===== src/hdl/geostationary_geo_to_pixel_defines.svh =====
// ----------------------------------------------------------------------------
// Geostationary geo-to-pixel: assertion macros
// Shared property forms for the concurrent checks of the block.
// ----------------------------------------------------------------------------
`ifndef GEOSTATIONARY_GEO_TO_PIXEL_DEFINES_SVH
`define GEOSTATIONARY_GEO_TO_PIXEL_DEFINES_SVH

// Check that a condition implies another in the same cycle
`define GG2P_ASSERT_SAME(label, clk, rst, ante, cons, msg) \
   label: assert property (@(posedge clk) disable iff (rst) (ante) |-> (cons)) \
      else $error(msg);

// Check that a condition implies another in the following cycle
`define GG2P_ASSERT_NEXT(label, clk, rst, ante, cons, msg) \
   label: assert property (@(posedge clk) disable iff (rst) (ante) |=> (cons)) \
      else $error(msg);

`endif


===== src/hdl/gg2p_delay.sv =====
// ----------------------------------------------------------------------------
// Geostationary geo-to-pixel: alignment delay
// Shift line that keeps side data in step with the arithmetic chains.
// ----------------------------------------------------------------------------
module gg2p_delay #(
   parameter int WIDTH = 64,
   parameter int DEPTH = 1
) (
   input  logic             clock,
   input  logic             en,
   input  logic [WIDTH-1:0] d,
   output logic [WIDTH-1:0] q
);

   logic [WIDTH-1:0] tap_ff [DEPTH];

   // Advance the line while the pipe moves
   always_ff @(posedge clock) begin
      if (en) begin
         tap_ff[0] <= d;
         for (int i = 1; i < DEPTH; i++) begin
            tap_ff[i] <= tap_ff[i-1];
         end
      end
   end

   assign q = tap_ff[DEPTH-1];

endmodule


===== config.mk =====
export PLATFORM = sky130hd
export DESIGN_NAME = gg2p_delay
export DESIGN_NICKNAME = d
export VERILOG_FILES = /design/src/hdl/geostationary_geo_to_pixel_defines.svh /design/src/hdl/gg2p_delay.sv
export SDC_FILE = /design/constraint.sdc
export NUM_CORES = 1
export LEC_CHECK = 0
export BUFFER_PORTS_ARGS = -buffer_cell sky130_fd_sc_hd__buf_2
export CORE_MARGIN = 5
export CORE_UTILIZATION = 43
export DETAILED_ROUTE_END_ITERATION = 16
export PLACE_DENSITY_LB_ADDON = 0.25
export RECOVER_POWER = 100
export SLEW_MARGIN = 40
export SYNTH_ARGS = -nofsm -noshare
export SYNTH_HDL_FRONTEND = slang
export SYNTH_SLANG_ARGS = --single-unit

===== constraint.sdc =====
create_clock -name clock -period 1.3 [get_ports clock]
set_input_delay 0.325 -clock clock [delete_from_list [all_inputs] [get_ports clock]]
set_output_delay 0.325 -clock clock [all_outputs]
set_load 0.05 [all_outputs]

### After elaboration in Yosys (flattened, before gate mapping)

Memories as Yosys holds them, arrays and structs flattened.
Cells that the tools add are included.

| word-level totals | value |
|---|---|
| register bits after elaboration | 0 |
| bits in latches | 0 |
| bits in writable memories | 64 |
| ROM bits | 0 |
| memories | 1 |

| operators by class | value |
|---|---|
| add/subtract/negate cells | 0 |
| multiply operators | 0 |
| divide/modulo/power cells | 0 |
| order comparisons | 0 |
| eq/ne operators | 0 |
| shifts and indexed selects | 0 |
| mux-type cells | 2 |
| bitwise gates (word level) | 0 |
| reductions and logical operators | 0 |

Memories:

| name | words | bits a word | read ports | clocked after Yosys merged registers in | write ports | RTL line | source |
|---|---|---|---|---|---|---|---|
| tap_ff | 1 | 64 | 1 | 0 | 1 | gg2p_delay.sv:15 | `logic [WIDTH-1:0] tap_ff [DEPTH];` |

Operators with widths:

| cell | number |
|---|---|
| 1-bit two-way mux | 2 |

### Depth between registers and ports, before layout

| logic depth | value |
|---|---|
| depth after elaboration | 2 |
| gate-level depth with buffers | 0 |
| depth with buffers taken out | 0 |

### Least setup slack after synthesis

OpenSTA, ideal clock, no wires.

| timing | value |
|---|---|
| path type | flip-flop to output port |
| start | mem tap_ff[0][0] |
| end | out q[0] |
| arrival time | 0.601 ns |
| setup slack | 0.374 ns |
| cell stages (with the launch flop) | 1 |
| path through | edfxtp_1 |

| on the way | value |
|---|---|
| word-level cells in the longest chain between the ends | 1 |

Ends and longest elaborated chain:

| item | RTL line | source |
|---|---|---|
| from (decl) | gg2p_delay.sv:15 |  |
| memory read 1 x 64 bit | -- |  |
| to (decl) | gg2p_delay.sv:12 | `output logic [WIDTH-1:0] q` |

Every way passes these cells.

### Worst setup path after layout

| timing | value |
|---|---|
| start | mem tap_ff[0][61] |
| end | out q[61] |

Same word-level chain as after synthesis.

==> results.cfg <==
[floorplanning]
io_pins = 130
dieWidth_um = 76.9
rows = 24
fp.coreArea_um2 = 4350
die_y_um = 76.9
dieArea_um2 = 5910
initial_core_util = 0.441

[global_routing]
antenna_found_initial = 1
grt_max_degree = 37
grt_pass1_vias = 1283
grt_pass1_wl_um = 6450
grt_usage = 0.149
overflow = 0

[layout]
regArea_um2 = 1920
num-fill-cells = 333
largest_register_ff_count = 64
multi_input_area_um2 = 0
syn2layout_area_growth_pct = 47.0
drive_gt1_frac = 0.673
final_nets = 272
reg_top3 = tap_ff: 64 flops
top_register = tap_ff
num_antenna_cells = 0
multi_input_cells = 0
stdcell_area_um2 = 2830

[routing]
wl_per_cell_um = 16.4
via_per_inst = 4.55
drt_drc_violations_left = 0
drtPass1Iterations = 4
num_vias = 1197
routed_wl_um = 4310
ant_nets = 0
dr.first_iter.drc_count = 39

[worst_setup_path]
critical_path.endpoint_type = output pin
crit_slowest_cell = edfxtp_1
worst_setup_path_start_kind = flop
critPathMaxFanout = 1
path_cells = clkbuf_2
cpPeakStageDelay_ns = 0.37
cp_top_family = flip-flops
path_class = reg2out
worstPathRequired_ns = 0.98
crit_arrival_ns = 0.93
worst-path-buf-inv = 1

[placement]
portBuffers = 129
placed_area_um2 = 2670
place_congestion = 0.688

[sta]
relSlewSlack = 0.423
rsz0062_at_grt = false
fmax_ghz = 0.795
finalHoldViolations = 0
final.min_clock_period_ns = 1.26
maxSlewViolCount = 0
tightest_slew_ns = 0.866
setup_viol = 0
tns_ns = 0
period_share = 0.967

[logic_synthesis]
synth_top_area_frac = 1.00
synth_cells = 64
ys_ff_latch = 64
syn_area_um2 = 1920
seq_area_frac_synth = 1.00
synth_warnings = 0
synth.most_common_cell = edfxtp_1
syn_nets = 130
avgSynthCellArea_um2 = 30.0
yosys.area.top_type = edfxtp_1
synthDistinctLibCells = 1
synth.area.top_cells = edfxtp_1
synthArstFlopShare = 0
synthFlopType = edfxtp_1
synth-edff-count = 64
yosys-top-cells-count = edfxtp_1

[cts]
cts_tree = built
cts-root-buf = clkbuf_8
cts_made_buffers = 9
clock_path_buffers = 2
clk_pin_slew_ns = 0.06
ctsHoldBuffers = 0
htreeDepth = 3
cts_setup_buffers = 0
ctsResizeCount = 0
clock-sinks = 64

[power]
swShare = 0.283
comb_power_share = 0.176
p_leak_nw = 1.24
p_seq_frac = 0.512
peakVddDrop_mv = 1.04
p_per_area_nw_per_um2 = 1730
clkPwrFrac = 0.312
p_int_w = 0.00349
switchingPower_w = 0.00138

[outcome]
outcome = finished, final reports clean

[worst_hold_path]
hp-class = in2reg

[run]
maxCapViolCount = 0
## stage by stage
stage	hold slack, ns	cells	power, W	setup slack [ns]	util
finish	0.176	263	0.00488	0.0428	0.649
CTS	0.155	263	0.00496	0.0145	0.655
detailed placement	0.503	247	0.00341	0.283	0.614
global route	0.151	263	0.00509	0.00136	0.649
floorplan	0.424	64	0.00311	0.374	-
global placement	0.502	247	0.00340	0.302	0.614
## routing by layer
metal / routed length (um) / vias to the layer above / part of all wire / track usage
li1: - / 549 / - / -
met1: 1360 / 561 / 0.32 / 0.136
met4: 74 / 0 / 0.017 / 0.0909
met2: 2290 / 80 / 0.53 / 0.247
met5: 0 / - / 0 / 0
met3: 588 / 7 / 0.14 / 0.0890
## power by group through the flow
stage	Sequential, W	Combinational [W]	Clock (W)
CTS	0.00249	0.000880	0.00159
finish	0.00250	0.000858	0.00152
global placement	0.00253	0.000869	0
detailed placement	0.00254	0.000879	0
floorplan	0.00311	0	0
global route	0.00251	0.000888	0.00169
## cells in the final DEF, fill, tap and decap left out, drive strengths merged
cell type   n
bufinv      1
clkbuf     50
clkinv      4
edfxtp     64
buf        92
## layout make-up
cell class | instances | area share
flip-flops and latches | 64 | 0.680
repair buffers | 131 | 0.233
clock buffers | 11 | 0.0465
well taps | 52 | 0.0230
clock inverters | 5 | 0.0168
## final timing paths
kind / from / to / slack [ns] / depth (start not counted)
hold / removal: d[26] / tap_ff[0][26]$_DFFE_PP_ / 0.18 / 1
setup / recovery: tap_ff[0][61]$_DFFE_PP_ / q[61] / 0.04 / 1
## logic make-up (layout without fill, tap and decap cells)
| group | count (synthesis) | count (layout) | synth area share |
|---|---|---|---|
| DFF | 64 | 64 | 1.00 |
| buffers and inverters | 0 | 147 | 0 |
Power figures use the tool's default switching activity.
